==> src/hrhp_pkg.sv <==
// Package for the HTTP response header parser: word types, phase codes,
// match patterns and the saturating accumulate helpers. No dependencies.
package hrhp_pkg;

	// Width of the length, chunk and body counters
	localparam int LEN_BITS = 32;
	typedef logic [LEN_BITS-1:0] len_t;
	localparam len_t LEN_MAX = '1;

	// Input word
	typedef struct packed {
		logic       func;
		logic [7:0] rx_byte;
	} item_t;

	// Result word
	typedef struct packed {
		logic [3:0]  phase;
		logic        body_valid;
		logic [7:0]  body_byte;
		logic [15:0] status_code;
		logic [31:0] content_length;
		logic        has_length;
		logic        chunked;
		logic [31:0] chunk_remaining;
		logic [31:0] body_count;
		logic        body_done;
		logic        status_ok;
	} result_t;

	// Function codes of the input word
	localparam logic FUNC_BYTE    = 1'b0;
	localparam logic FUNC_RESTART = 1'b1;

	// Phase codes as reported in the result word
	localparam logic [3:0] PH_PREFIX = 4'd0;
	localparam logic [3:0] PH_CODE   = 4'd1;
	localparam logic [3:0] PH_REST   = 4'd2;
	localparam logic [3:0] PH_LINE   = 4'd3;
	localparam logic [3:0] PH_LEN    = 4'd4;
	localparam logic [3:0] PH_SKIP   = 4'd5;
	localparam logic [3:0] PH_CR     = 4'd6;
	localparam logic [3:0] PH_BODY   = 4'd7;
	localparam logic [3:0] PH_CSIZE  = 4'd8;
	localparam logic [3:0] PH_CDATA  = 4'd9;
	localparam logic [3:0] PH_ERROR  = 4'd10;

	// Parser state, one-hot
	typedef enum logic [10:0] {
		ST_PREFIX = 11'b000_0000_0001,
		ST_CODE   = 11'b000_0000_0010,
		ST_REST   = 11'b000_0000_0100,
		ST_LINE   = 11'b000_0000_1000,
		ST_LEN    = 11'b000_0001_0000,
		ST_SKIP   = 11'b000_0010_0000,
		ST_CR     = 11'b000_0100_0000,
		ST_BODY   = 11'b000_1000_0000,
		ST_CSIZE  = 11'b001_0000_0000,
		ST_CDATA  = 11'b010_0000_0000,
		ST_ERROR  = 11'b100_0000_0000
	} state_t;

	// Characters
	localparam logic [7:0] CH_LF   = 8'h0A;
	localparam logic [7:0] CH_CR   = 8'h0D;
	localparam logic [7:0] CH_0    = 8'h30;
	localparam logic [7:0] CH_9    = 8'h39;
	localparam logic [7:0] CH_LA   = 8'h61;
	localparam logic [7:0] CH_LF_A = 8'h66;
	localparam logic [7:0] CH_UA   = 8'h41;
	localparam logic [7:0] CH_UF   = 8'h46;

	// Status codes
	localparam logic [15:0] CODE_FINAL_MIN = 16'd200;
	localparam logic [15:0] CODE_SWITCHING = 16'd101;

	// Patterns
	localparam int PREFIX_LEN = 9;
	localparam int CL_LEN     = 16;
	localparam int TE_LEN     = 26;
	localparam logic [8*CL_LEN-1:0] CL_PAT = "Content-Length: ";
	localparam logic [8*TE_LEN-1:0] TE_PAT = "Transfer-Encoding: chunked";

	function automatic logic [3:0] phase_code(state_t st);
		logic [3:0] code;
		unique case (st)
			ST_PREFIX: code = PH_PREFIX;
			ST_CODE:   code = PH_CODE;
			ST_REST:   code = PH_REST;
			ST_LINE:   code = PH_LINE;
			ST_LEN:    code = PH_LEN;
			ST_SKIP:   code = PH_SKIP;
			ST_CR:     code = PH_CR;
			ST_BODY:   code = PH_BODY;
			ST_CSIZE:  code = PH_CSIZE;
			ST_CDATA:  code = PH_CDATA;
			default:   code = PH_ERROR;
		endcase
		return code;
	endfunction

	// "HTTP/x.y " with any byte at both version digits
	function automatic logic prefix_hit(logic [3:0] idx, logic [7:0] c);
		logic hit;
		unique case (idx) inside
			4'd0:       hit = (c == 8'h48);
			4'd1, 4'd2: hit = (c == 8'h54);
			4'd3:       hit = (c == 8'h50);
			4'd4:       hit = (c == 8'h2F);
			4'd5, 4'd7: hit = 1'b1;
			4'd6:       hit = (c == 8'h2E);
			4'd8:       hit = (c == 8'h20);
			default:    hit = 1'b0;
		endcase
		return hit;
	endfunction

	function automatic logic cl_hit(logic [4:0] idx, logic [7:0] c);
		logic hit;
		hit = 1'b0;
		if (int'(idx) < CL_LEN) begin
			hit = (CL_PAT[8*(CL_LEN-1-int'(idx)) +: 8] == c);
		end
		return hit;
	endfunction

	function automatic logic te_hit(logic [4:0] idx, logic [7:0] c);
		logic hit;
		hit = 1'b0;
		if (int'(idx) < TE_LEN) begin
			hit = (TE_PAT[8*(TE_LEN-1-int'(idx)) +: 8] == c);
		end
		return hit;
	endfunction

	function automatic logic is_digit(logic [7:0] c);
		return (c >= CH_0) && (c <= CH_9);
	endfunction

	// Bit 4 flags a hex digit, bits 3:0 hold its value
	function automatic logic [4:0] hex_digit(logic [7:0] c);
		logic [4:0] r;
		r = 5'd0;
		if (c >= CH_0 && c <= CH_9) begin
			r = {1'b1, 4'(c - CH_0)};
		end else if (c >= CH_LA && c <= CH_LF_A) begin
			r = {1'b1, 4'(c - CH_LA + 8'd10)};
		end else if (c >= CH_UA && c <= CH_UF) begin
			r = {1'b1, 4'(c - CH_UA + 8'd10)};
		end
		return r;
	endfunction

	// v*10 + d, saturating
	function automatic len_t len_mac10(len_t v, logic [3:0] d);
		logic [LEN_BITS+3:0] p;
		p = ({4'd0, v} << 3) + ({4'd0, v} << 1) + (LEN_BITS+4)'(d);
		return (p[LEN_BITS+3:LEN_BITS] != 4'd0) ? LEN_MAX : p[LEN_BITS-1:0];
	endfunction

	// v*16 + h, saturating
	function automatic len_t len_mac16(len_t v, logic [3:0] h);
		return (v[LEN_BITS-1:LEN_BITS-4] != 4'd0) ? LEN_MAX : {v[LEN_BITS-5:0], h};
	endfunction

	// Status code v*10 + d, saturating at 16 bits
	function automatic logic [15:0] code_mac10(logic [15:0] v, logic [3:0] d);
		logic [19:0] p;
		p = ({4'd0, v} << 3) + ({4'd0, v} << 1) + 20'(d);
		return (p[19:16] != 4'd0) ? 16'hFFFF : p[15:0];
	endfunction

endpackage

==> src/http_response_header_parser.sv <==
// HTTP response header parser top level: one received byte per input word.
// Depends on hrhp_pkg (types, phase codes, patterns, saturating helpers).
//
//  channel | handshake                 | payload            | direction
//  --------+---------------------------+--------------------+----------
//  item    | item_valid / item_stall   | hrhp_pkg::item_t   | into block
//  result  | result_valid/result_stall | hrhp_pkg::result_t | out of block
//
// Every input word yields exactly one result word, registered: the result
// appears in the cycle after the word is taken. While nothing stalls, throughput
// is one word per cycle, set by the single parser state update.
// item_stall rises only while the result register holds a word that is stalled.
// arst_n clears the parser state and the result valid flag at once.
// A restart word returns every piece of parser state to its reset value.
module http_response_header_parser (
	input  logic                clk,
	input  logic                arst_n,
	input  logic                item_valid,
	output logic                item_stall,
	input  hrhp_pkg::item_t     item,
	output logic                result_valid,
	input  logic                result_stall,
	output hrhp_pkg::result_t   result
);

	// Parser state
	hrhp_pkg::state_t   st_q, st_d;
	logic [3:0]         pidx_q, pidx_d;       // status prefix position
	logic [4:0]         lidx_q, lidx_d;       // Content-Length match position
	logic [4:0]         eidx_q, eidx_d;       // Transfer-Encoding match position
	logic [15:0]        code_q, code_d;
	hrhp_pkg::len_t     len_q, len_d;
	logic               seen_q, seen_d;
	logic               chnk_q, chnk_d;
	hrhp_pkg::len_t     left_q, left_d;
	hrhp_pkg::len_t     cons_q, cons_d;
	logic               final_q, final_d;

	// Result register
	logic               res_valid_q;
	hrhp_pkg::result_t  res_q, res_d;

	logic               accept;
	logic [7:0]         c;
	logic               bvalid;
	logic               count_en;
	logic               informational;
	logic [4:0]         hex;
	logic               in_body;

	// Stall the input only when a finished result is held back downstream
	assign item_stall = res_valid_q && result_stall;
	assign accept     = item_valid && !item_stall;
	assign c          = item.rx_byte;

	// Body bytes count only once a positive length is known; hold at the top
	assign count_en = seen_q && (len_q != '0) && (cons_q != hrhp_pkg::LEN_MAX);

	// A code below 200 other than 101 is an interim response: drop the line
	assign informational = (code_q < hrhp_pkg::CODE_FINAL_MIN) &&
		(code_q != hrhp_pkg::CODE_SWITCHING);

	assign hex = hrhp_pkg::hex_digit(c);

	// Next-state logic for one byte
	always_comb begin
		st_d    = st_q;
		pidx_d  = pidx_q;
		lidx_d  = lidx_q;
		eidx_d  = eidx_q;
		code_d  = code_q;
		len_d   = len_q;
		seen_d  = seen_q;
		chnk_d  = chnk_q;
		left_d  = left_q;
		cons_d  = cons_q;
		final_d = final_q;
		bvalid  = 1'b0;

		if (item.func == hrhp_pkg::FUNC_RESTART) begin
			// Restart: everything back to the reset picture
			st_d    = hrhp_pkg::ST_PREFIX;
			pidx_d  = '0;
			lidx_d  = '0;
			eidx_d  = '0;
			code_d  = '0;
			len_d   = '0;
			seen_d  = 1'b0;
			chnk_d  = 1'b0;
			left_d  = '0;
			cons_d  = '0;
			final_d = 1'b0;
		end else begin
			unique case (st_q) inside
				hrhp_pkg::ST_PREFIX: begin
					// An LF is never part of the prefix, not even at a wildcard
					if (c != hrhp_pkg::CH_LF && hrhp_pkg::prefix_hit(pidx_q, c)) begin
						pidx_d = pidx_q + 4'd1;
						if (pidx_q == 4'(hrhp_pkg::PREFIX_LEN - 1)) begin
							st_d = hrhp_pkg::ST_CODE;
						end
					end else begin
						st_d = hrhp_pkg::ST_ERROR;
					end
				end
				hrhp_pkg::ST_CODE, hrhp_pkg::ST_REST: begin
					if (st_q == hrhp_pkg::ST_CODE && hrhp_pkg::is_digit(c)) begin
						code_d = hrhp_pkg::code_mac10(code_q, c[3:0]);
					end else if (c == hrhp_pkg::CH_LF) begin
						// End of status line: interim lines go back to the prefix
						if (informational) begin
							code_d = '0;
							pidx_d = '0;
							st_d   = hrhp_pkg::ST_PREFIX;
						end else begin
							final_d = 1'b1;
							lidx_d  = '0;
							eidx_d  = '0;
							st_d    = hrhp_pkg::ST_LINE;
						end
					end else if (st_q == hrhp_pkg::ST_CODE) begin
						st_d = hrhp_pkg::ST_REST;
					end
				end
				hrhp_pkg::ST_LINE, hrhp_pkg::ST_LEN, hrhp_pkg::ST_SKIP,
				hrhp_pkg::ST_CR: begin
					if (st_q == hrhp_pkg::ST_LINE) begin
						// Content-Length has priority over Transfer-Encoding
						if (hrhp_pkg::cl_hit(lidx_q, c)) begin
							lidx_d = lidx_q + 5'd1;
							if (lidx_q == 5'(hrhp_pkg::CL_LEN - 1)) begin
								st_d   = hrhp_pkg::ST_LEN;
								len_d  = '0;
								cons_d = '0;
								seen_d = 1'b1;
							end
						end else if (hrhp_pkg::te_hit(eidx_q, c)) begin
							eidx_d = eidx_q + 5'd1;
							if (eidx_q == 5'(hrhp_pkg::TE_LEN - 1)) begin
								chnk_d = 1'b1;
								st_d   = hrhp_pkg::ST_SKIP;
							end
						end else if (lidx_q == '0 && eidx_q == '0 && c == hrhp_pkg::CH_CR) begin
							st_d = hrhp_pkg::ST_CR;
						end else begin
							st_d = hrhp_pkg::ST_SKIP;
						end
					end else if (st_q == hrhp_pkg::ST_LEN) begin
						if (hrhp_pkg::is_digit(c)) begin
							len_d = hrhp_pkg::len_mac10(len_q, c[3:0]);
						end else begin
							st_d = hrhp_pkg::ST_SKIP;
						end
					end else if (st_q == hrhp_pkg::ST_CR && c == hrhp_pkg::CH_LF) begin
						// Empty line: headers are over
						if (chnk_q) begin
							st_d   = hrhp_pkg::ST_CSIZE;
							left_d = '0;
						end else begin
							st_d = hrhp_pkg::ST_BODY;
						end
					end
					// Any other LF starts a fresh header line
					if (c == hrhp_pkg::CH_LF && st_d != hrhp_pkg::ST_BODY &&
						st_d != hrhp_pkg::ST_CSIZE) begin
						st_d   = hrhp_pkg::ST_LINE;
						lidx_d = '0;
						eidx_d = '0;
					end
				end
				hrhp_pkg::ST_BODY: begin
					bvalid = 1'b1;
					if (count_en) begin
						cons_d = cons_q + hrhp_pkg::len_t'(1);
					end
				end
				hrhp_pkg::ST_CSIZE: begin
					// CR and stray bytes are dropped; LF opens a non-empty chunk
					if (c == hrhp_pkg::CH_LF) begin
						if (left_q != '0) begin
							st_d = hrhp_pkg::ST_CDATA;
						end
					end else if (hex[4]) begin
						left_d = hrhp_pkg::len_mac16(left_q, hex[3:0]);
					end
				end
				hrhp_pkg::ST_CDATA: begin
					bvalid = 1'b1;
					if (count_en) begin
						cons_d = cons_q + hrhp_pkg::len_t'(1);
					end
					if (left_q != '0) begin
						left_d = left_q - hrhp_pkg::len_t'(1);
					end
					// Chunk exhausted after this byte: back to the size line
					if (left_q <= hrhp_pkg::len_t'(1)) begin
						st_d = hrhp_pkg::ST_CSIZE;
					end
				end
				hrhp_pkg::ST_ERROR: begin
					st_d = hrhp_pkg::ST_ERROR;
				end
				default: begin
					st_d = hrhp_pkg::ST_ERROR;
				end
			endcase
		end
	end

	// Result word, taken from the state after this byte
	assign in_body = (st_d == hrhp_pkg::ST_BODY) || (st_d == hrhp_pkg::ST_CSIZE) ||
		(st_d == hrhp_pkg::ST_CDATA);

	always_comb begin
		res_d.phase           = hrhp_pkg::phase_code(st_d);
		res_d.body_valid      = bvalid;
		res_d.body_byte       = bvalid ? c : 8'd0;
		res_d.status_code     = code_d;
		res_d.content_length  = 32'(len_d);
		res_d.has_length      = seen_d;
		res_d.chunked         = chnk_d;
		res_d.chunk_remaining = 32'(left_d);
		res_d.body_count      = 32'(cons_d);
		res_d.body_done       = in_body && seen_d && (cons_d >= len_d);
		res_d.status_ok       = final_d;
	end

	// Advance the parser state on every accepted word
	always_ff @(posedge clk or negedge arst_n) begin
		if (!arst_n) begin
			st_q    <= hrhp_pkg::ST_PREFIX;
			pidx_q  <= '0;
			lidx_q  <= '0;
			eidx_q  <= '0;
			code_q  <= '0;
			len_q   <= '0;
			seen_q  <= 1'b0;
			chnk_q  <= 1'b0;
			left_q  <= '0;
			cons_q  <= '0;
			final_q <= 1'b0;
		end else if (accept) begin
			st_q    <= st_d;
			pidx_q  <= pidx_d;
			lidx_q  <= lidx_d;
			eidx_q  <= eidx_d;
			code_q  <= code_d;
			len_q   <= len_d;
			seen_q  <= seen_d;
			chnk_q  <= chnk_d;
			left_q  <= left_d;
			cons_q  <= cons_d;
			final_q <= final_d;
		end
	end

	// Result register: load when empty or when the held word leaves
	always_ff @(posedge clk or negedge arst_n) begin
		if (!arst_n) begin
			res_valid_q <= 1'b0;
		end else if (!res_valid_q || !result_stall) begin
			res_valid_q <= accept;
		end
	end

	always_ff @(posedge clk) begin
		if (accept) begin
			res_q <= res_d;
		end
	end

	assign result_valid = res_valid_q;
	assign result       = res_q;

`ifndef ASSERT_OFF
	// A restart word always reports the prefix phase with no body byte
	a_restart_clears: assert property (@(posedge clk) disable iff (!arst_n)
		accept && item.func == hrhp_pkg::FUNC_RESTART |=>
		result_valid && result.phase == hrhp_pkg::PH_PREFIX && !result.body_valid)
		else $error("restart did not clear the parser");

	// Body bytes only appear once the headers are over
	a_body_phase: assert property (@(posedge clk) disable iff (!arst_n)
		result_valid && result.body_valid |->
		result.phase == hrhp_pkg::PH_BODY || result.phase == hrhp_pkg::PH_CSIZE ||
		result.phase == hrhp_pkg::PH_CDATA)
		else $error("body byte outside the body phases");

	// Completion needs a known content length
	a_done_needs_length: assert property (@(posedge clk) disable iff (!arst_n)
		result_valid && result.body_done |-> result.has_length)
		else $error("body_done without a content length");

	// The error phase holds until a restart
	a_error_sticky: assert property (@(posedge clk) disable iff (!arst_n)
		st_q == hrhp_pkg::ST_ERROR && accept && item.func == hrhp_pkg::FUNC_BYTE |=>
		st_q == hrhp_pkg::ST_ERROR)
		else $error("error phase left without a restart");
`endif

endmodule

==> config.mk <==
export PLATFORM = sky130hd
export DESIGN_NAME = http_response_header_parser
export DESIGN_NICKNAME = d
export VERILOG_FILES = /design/src/hrhp_pkg.sv /design/src/http_response_header_parser.sv
export SDC_FILE = /design/constraint.sdc
export NUM_CORES = 1
export LEC_CHECK = 0
export ABC_CLOCK_PERIOD_IN_PS = 5600
export BUFFER_PORTS_ARGS = -buffer_cell sky130_fd_sc_hd__buf_2
export CAP_MARGIN = 30
export CORE_MARGIN = 1
export CORE_UTILIZATION = 28
export CTS_CLUSTER_DIAMETER = 120
export DETAILED_ROUTE_END_ITERATION = 7
export PLACE_DENSITY = 0.53
export SLEW_MARGIN = 20
export SYNTH_ARGS = -nofsm -noshare
export SYNTH_HDL_FRONTEND = slang
export SYNTH_SLANG_ARGS = --single-unit
==> constraint.sdc <==
create_clock -name clk -period 5.6 [get_ports clk]
set_input_delay 1.12 -clock clk [delete_from_list [all_inputs] [get_ports clk]]
set_output_delay 1.12 -clock clk [all_outputs]
set_load 0.02 [all_outputs]
==> results of run 1 <==
[metrics by stage]
stage	util (%)	area [um^2]
global route	33.9	23700
global placement	31.8	22200
detailed placement	31.8	22200
CTS	33.8	23600
finish	33.9	23700
floorplan	-	19800
[final cells by class]
| type | instances | area (um^2) |
|---|---|---|
| Multi-Input combinational cell | 1811 | 11700 |
| Timing Repair Buffer | 303 | 1980 |
| Clock buffer | 42 | 945 |
| Inverter | 53 | 206 |
| Tap cell | 940 | 1180 |
| Fill cell | 7289 | 46200 |
| Sequential cell | 270 | 7400 |
| Clock inverter | 21 | 282 |
[timing repair]
| item | in CTS | in global routing |
|---|---|---|
| setup buffers | 15 | 2 |
| pin swaps | 12 | 32 |
| gates resized for setup | 13 | 13 |
| cloned | 0 | 0 |
| endpoints found under the hold margin | 0 | 0 |
| endpoints found under the setup margin | 1 | 2 |
[cells by family (layout without fill, tap and decap cells)]
logic type	Yosys count	in the layout
AND/OR/NAND/NOR	806	806
AO/OA/AOI/OAI	764	764
flip-flops	270	270
buffers and inverters	186	419
adder cells (fa/ha/maj)	149	149
XOR/XNOR	57	57
multiplexers	35	35
[cell usage in the layout, fill, tap and decap left out, drive strengths merged, types with 8 or more instances in the layout]
cell type / count
a211o: 13
a211oi: 27
a21boi: 10
a21o: 56
a21oi: 208
a22o: 21
a22oi: 10
a311oi: 16
a31oi: 26
and2: 24
and3: 32
buf: 302
clkbuf: 43
clkinv: 9
dfrtp: 140
edfxtp: 129
ha: 143
inv: 55
mux2: 27
mux2i: 8
nand2: 249
nand2b: 24
nand3: 58
nand4: 26
nor2: 195
nor2b: 16
nor3: 67
nor4: 29
o211ai: 23
o21a: 33
o21ai: 195
o21bai: 17
o31ai: 26
o32ai: 13
or2: 14
or3: 23
or4: 9
xnor2: 36
xor2: 21
[power by group through the flow]
stage	Clock, W	Sequential (W)	Combinational, W
floorplan	0	0.00237	0.000463
global placement	0	0.00233	0.000765
detailed placement	0	0.00233	0.000772
CTS	0.00252	0.00230	0.000783
global route	0.00259	0.00231	0.000867
finish	0.00246	0.00230	0.000784
[path summary, 6_finish.rpt]
| path | cells after the start | slack, ps | end |
|---|---|---|---|
| max | 30 | -6 | result[69] |
| min | 2 | 490 | final_q |
| min in group asynchronous | 1 | 570 | cons_q[10] |
| max reg2reg | 28 | 220 | result[69] |
| max in group asynchronous | 2 | 4000 | cons_q[2] |
| min reg2reg | 2 | 490 | final_q |
[routing by layer]
metal | global-route usage (%) | up-vias | wire, um
li1 | - | 8900 | -
met4 | 5.37 | 0 | 1730
met5 | 0 | - | 0
met1 | 26.7 | 9297 | 31700
met3 | 2.81 | 110 | 4440
met2 | 31.8 | 705 | 33500
[synthesized netlist by cell type, types with 29 or more instances]
cell	number
a21o_1	56
a21oi_1	207
and3_1	32
buf_2	31
clkbuf_1	96
dfrtp_1	140
edfxtp_1	129
ha_1	143
inv_1	48
nand2_1	249
nand3_1	58
nor2_1	194
nor3_1	64
nor4_1	29
o21a_1	33
o21ai_0	176
xnor2_1	35
[worst max-delay path, delay by kind of cell]
kind,cells,cell delay [ps]
buf+inv,18,2250
simple gates,4,700
compound gates,6,1090
fa+ha+maj,2,850
[state kept, by name (all words and copies together), names as in the netlist]
register      count
cons_q           32
result          129
code_q           16
seen_q            1
pidx_q            4
left_q           32
len_q            32
chnk_q            1
final_q           1
lidx_q            5
result_valid      1
eidx_q            5
st_q             11
==> metrics.txt, run 1 <==
Post-Syn Area per Cell=8.72 um^2; routability cong.=0.919; H-Tree Depth=2; number of antenna violations at the first check in global routing=0; Die H=268 um; die width=268 um; Least-Margin Pin Slew=1090 ps; leakage=10.2 nW; final net count=2634; Tot Pwr=0.00554 W; Yosys warning total=0; post-synthesis adder-cell area fraction=9.55%; # rows=97; Synth Flop Type=dfrtp_1; Detailed Place HPWL=52.3 mm; Cells after DPL=3358; Post-Syn Area=19800 um^2; Seq/Total Area, Yosys=37.4%; GRT Total Usage=19.5%; # DRC=0; Sw Share=28.7%; Slew HR=26.8%; first-iteration detailed-routing DRC count=1942; Non-Filler Instances=3440; worst-skew pair later-pin latency=560 ps; reg2reg start=len_q[18]; ys async rst share=52.2%; Num CTS Buffers=35; Final ANT Viol Nets=0; drt pass-1 iters=5; IO buf count=143; CTS Root Cell=clkbuf_16; crit path time final=5610 ps; I/O pin count=144; Synth Area in Simple Gates=19.8%; top-area cell type share of the netlist area=19.6%; Final Hold Viols=0; CP most frequent cell=buf_4; Clock transition at path regs=60 ps; fmax=178 MHz; Final setup violation count=1; initial core utilization=28.3%; Critical Path Max Stage Delay=490 ps; first-pass GRT wire length=109 mm; largest family of logic cells by synthesized area=compound AO/OA/AOI/OAI gates; DIE AREA=71700 um^2; status=finished, violations left; Slowest-stage cell, CP=fa_1; internal power=0.00395 W; switching power=0.00159 W; RSZ-0062 raised after global routing=true; Core Box Area=69900 um^2; Compound-Gate Fraction of Synth Area=24.9%; CTS tree=built; cell types occupying the most area after synthesis=edfxtp_1 20%, dfrtp_1 18%, ha_1 9.0%; Critical path origin=item[3]; crit path DAT=6020 ps; dpl ws=-923 ps; failing checks=setup timing; Synth area leader=edfxtp_1; setup_tns=-6.50 ps; share of post-route cells with drive strength above 1=17.6%; Synth Area in XOR/XNOR=2.60%; HP Start=final_q; combinational power share=14.2%; mux cell area share after synthesis=1.94%; critical path class=input port to register; mean number of vias per cell=5.53; via count=19000; CP max FO=3; max_cap viols=0; Final Max Slew Viols=0; Antenna Cells=0; cts hold-fix bufs=0; cells after synthesis=2267; CP startpoint kind=input port; Hold Crit Class=register to register; number of synthesized register bits=270; Unique masters post-synth=101; syn_nets=2427; Final Skew=19.8 ps; peak supply drop=0.201 mV; final wirelength=71.4 mm; CTS max path bufs=3; clk sinks=270; PD cells=233 nW/um^2; grt ovf=0; largest net degree at the start of global routing=132; Post-synth EDFFs=129; critical path endpoint category=register; vias in the first global route=18000; WHS=490 ps; sequential share of power=41.5%; Critical Path RT=6020 ps; power share of the clock group=44.3%; fin crit share=100%; final setup margin=-6.50 ps; wire per inst=20.8 um; Syn-to-layout area delta=20.0%
Power figures use the tool's default switching activity.
==> run 2, diff against run 1 <==
--- a/config.mk
+++ b/config.mk
@@ -6,13 +6,14 @@
 export NUM_CORES = 1
 export LEC_CHECK = 0
 export ABC_CLOCK_PERIOD_IN_PS = 5600
-export BUFFER_PORTS_ARGS = -buffer_cell sky130_fd_sc_hd__buf_2
+export BUFFER_PORTS_ARGS = -buffer_cell sky130_fd_sc_hd__clkbuf_2
 export CAP_MARGIN = 30
 export CORE_MARGIN = 1
 export CORE_UTILIZATION = 28
 export CTS_CLUSTER_DIAMETER = 120
 export DETAILED_ROUTE_END_ITERATION = 7
-export PLACE_DENSITY = 0.53
+export PLACE_DENSITY = 0.44
+export SKIP_CTS_REPAIR_TIMING = 1
 export SLEW_MARGIN = 20
 export SYNTH_ARGS = -nofsm -noshare
 export SYNTH_HDL_FRONTEND = slang
==> run 2 against run 1 <==
Compared with the run above:
- sequential share of layout area about the same
- the run now ends clean
- worst setup slack improved by 130 ps
- highest routed layer unchanged
- sequential power about the same
- register-to-register slack improved by 140 ps
- clock-buffer cell count increased by 2
==> metrics.txt, run 2 (same netlist as run 1, synthesis figures left out) <==
top layer used by detailed routing=met4 (unchanged); CP most frequent cell=a21o_1 (was buf_4); initial core utilization=28.3% (unchanged); Critical Path RT=5910 ps (was 6020 ps); first-iteration detailed-routing DRC count=1386 (was 1942); final setup margin=128 ps (was -6.50 ps); H-Tree Depth=2 (unchanged); Final Hold Viols=0 (unchanged); Hold Crit Class=input port to asynchronous set/reset pin (was register to register); Largest delay share family, worst path=compound AO/OA/AOI/OAI gates (was buffers and inverters); WHS=448 ps (was 490 ps); final net count=2641 (was 2634); worst-skew pair later-pin latency=570 ps (was 560 ps); DIE AREA=71700 um^2 (unchanged); IO buf count=143 (unchanged); share of post-route cells with drive strength above 1=17.7% (was 17.6%); max_cap viols=0 (unchanged); CTS tree=built (unchanged); I/O pin count=144 (unchanged); final wirelength=72.2 mm (was 71.4 mm); met3 WL post-DR=3.28 mm (was 4.44 mm); Critical Path Max Stage Delay=490 ps (about the same); via count=18700 (was 19000); largest net degree at the start of global routing=132 (unchanged); crit path DAT=5790 ps (was 6020 ps); # rows=97 (unchanged); fin crit share=97.7% (was 100%); # DRC=0 (unchanged); Slowest-stage cell, CP=or4_1 (was fa_1); RSZ-0062 raised after global routing=true (unchanged); Slew HR=40.6% (was 26.8%); Core Box Area=69900 um^2 (unchanged); GRT Total Usage=19.9% (was 19.5%); Syn-to-layout area delta=20.1% (was 20.0%); CP startpoint kind=input port (unchanged); Critical path origin=item[3] (unchanged); status=finished, final reports clean (was finished, violations left); Clock transition at path regs=60 ps (about the same); fmax=183 MHz (was 178 MHz); Final setup violation count=0 (was 1); Final Skew=34.9 ps (was 19.8 ps); PD cells=230 nW/um^2 (was 233 nW/um^2); Num CTS Buffers=36 (was 35); leakage=10.2 nW (about the same); mean number of vias per cell=5.42 (was 5.53); leading cell type in the layout, fill and taps excluded=nand2_1 (unchanged); Final ANT Viol Nets=0 (unchanged); Least-Margin Pin Slew=891 ps (was 1090 ps); Final Max Slew Viols=0 (unchanged); reg2reg start=len_q[2] (was len_q[18]); Detailed Place HPWL=53.3 mm (was 52.3 mm); routability cong.=0.889 (was 0.919); grt ovf=0 (unchanged); critical path class=input port to register (unchanged); Die H=268 um (unchanged); clk sinks=270 (unchanged); die width=268 um (unchanged); Antenna Cells=0 (unchanged); WL met2=33.0 mm (was 33.5 mm); critical path endpoint category=register (unchanged); CP max FO=5 (was 3); drt pass-1 iters=5 (unchanged); WL met1=33.4 mm (was 31.7 mm); peak supply drop=0.184 mV (was 0.201 mV); crit path time final=5470 ps (was 5610 ps); number of antenna violations at the first check in global routing=3 (was 0); dpl ws=-922 ps (was -923 ps); CTS max path bufs=3 (unchanged); CTS Root Cell=clkbuf_16 (unchanged); setup_tns=0 ps (was -6.50 ps); most frequent cells in the layout=248 x nand2_1, 203 x a21oi_1, 192 x nor2_1 (was 248 x nand2_1, 204 x a21oi_1, 191 x nor2_1); Worst Path Buf+Inv=3 (was 18); max reg flops=129 (unchanged); first-pass GRT wire length=110 mm (was 109 mm); wire per inst=20.9 um (was 20.8 um); vias in the first global route=18200 (was 18000)
-- run 2: area by class of cell --
class                           count  area, um^2
Sequential cell                   270        7400
Multi-Input combinational cell   1811       11700
Tap cell                          940        1180
Clock inverter                     22         224
Clock buffer                       44         973
Fill cell                        7333       46200
Timing Repair Buffer              309        2030
Inverter                           53         206
-- run 2: worst paths after layout --
path                               to  slack (ps)  cells past startpoint
setup / recovery            result[1]         130                     25
hold / removal             cons_q[18]         450                      1
setup reg to reg            result[1]         360                     24
hold reg to reg               final_q         500                      2
max in group asynchronous   code_q[9]        4100                      2
min in group clk              final_q         500                      2
-- run 2: through the flow --
step                total power (W)  instance area [um^2]  std cells  utilization [%]
finish                      0.00545                 23800       3449             34.0
floorplan                   0.00283                 19800       2267                -
CTS                         0.00552                 23600       3444             33.8
global placement            0.00311                 22400       3378             32.0
global route                0.00570                 23800       3449             34.0
detailed placement          0.00312                 22400       3378             32.0
-- run 2: worst register-to-register path, delay by kind of cell (launching register included) --
family | cells | cell delay (ps)
AND/OR/NAND/NOR | 5 | 790
flip-flops | 1 | 400
adder cells (fa/ha/maj) | 3 | 1140
buffers and inverters | 2 | 300
AO/OA/AOI/OAI | 14 | 2360
-- run 2: report_power, final --
| group | internal, W | switching, W |
|---|---|---|
| combinational | 0.000255 | 0.000524 |
| clock | 0.00139 | 0.000977 |
| sequential | 0.00219 | 0.000110 |
| total | 0.00384 | 0.00161 |
-- run 2: layer usage --
metal | track usage [%] | up-vias
met2 | 31.6 | 517
met3 | 2.85 | 114
met5 | 0 | -
met4 | 7.54 | 0
li1 | - | 8939
met1 | 27.3 | 9125
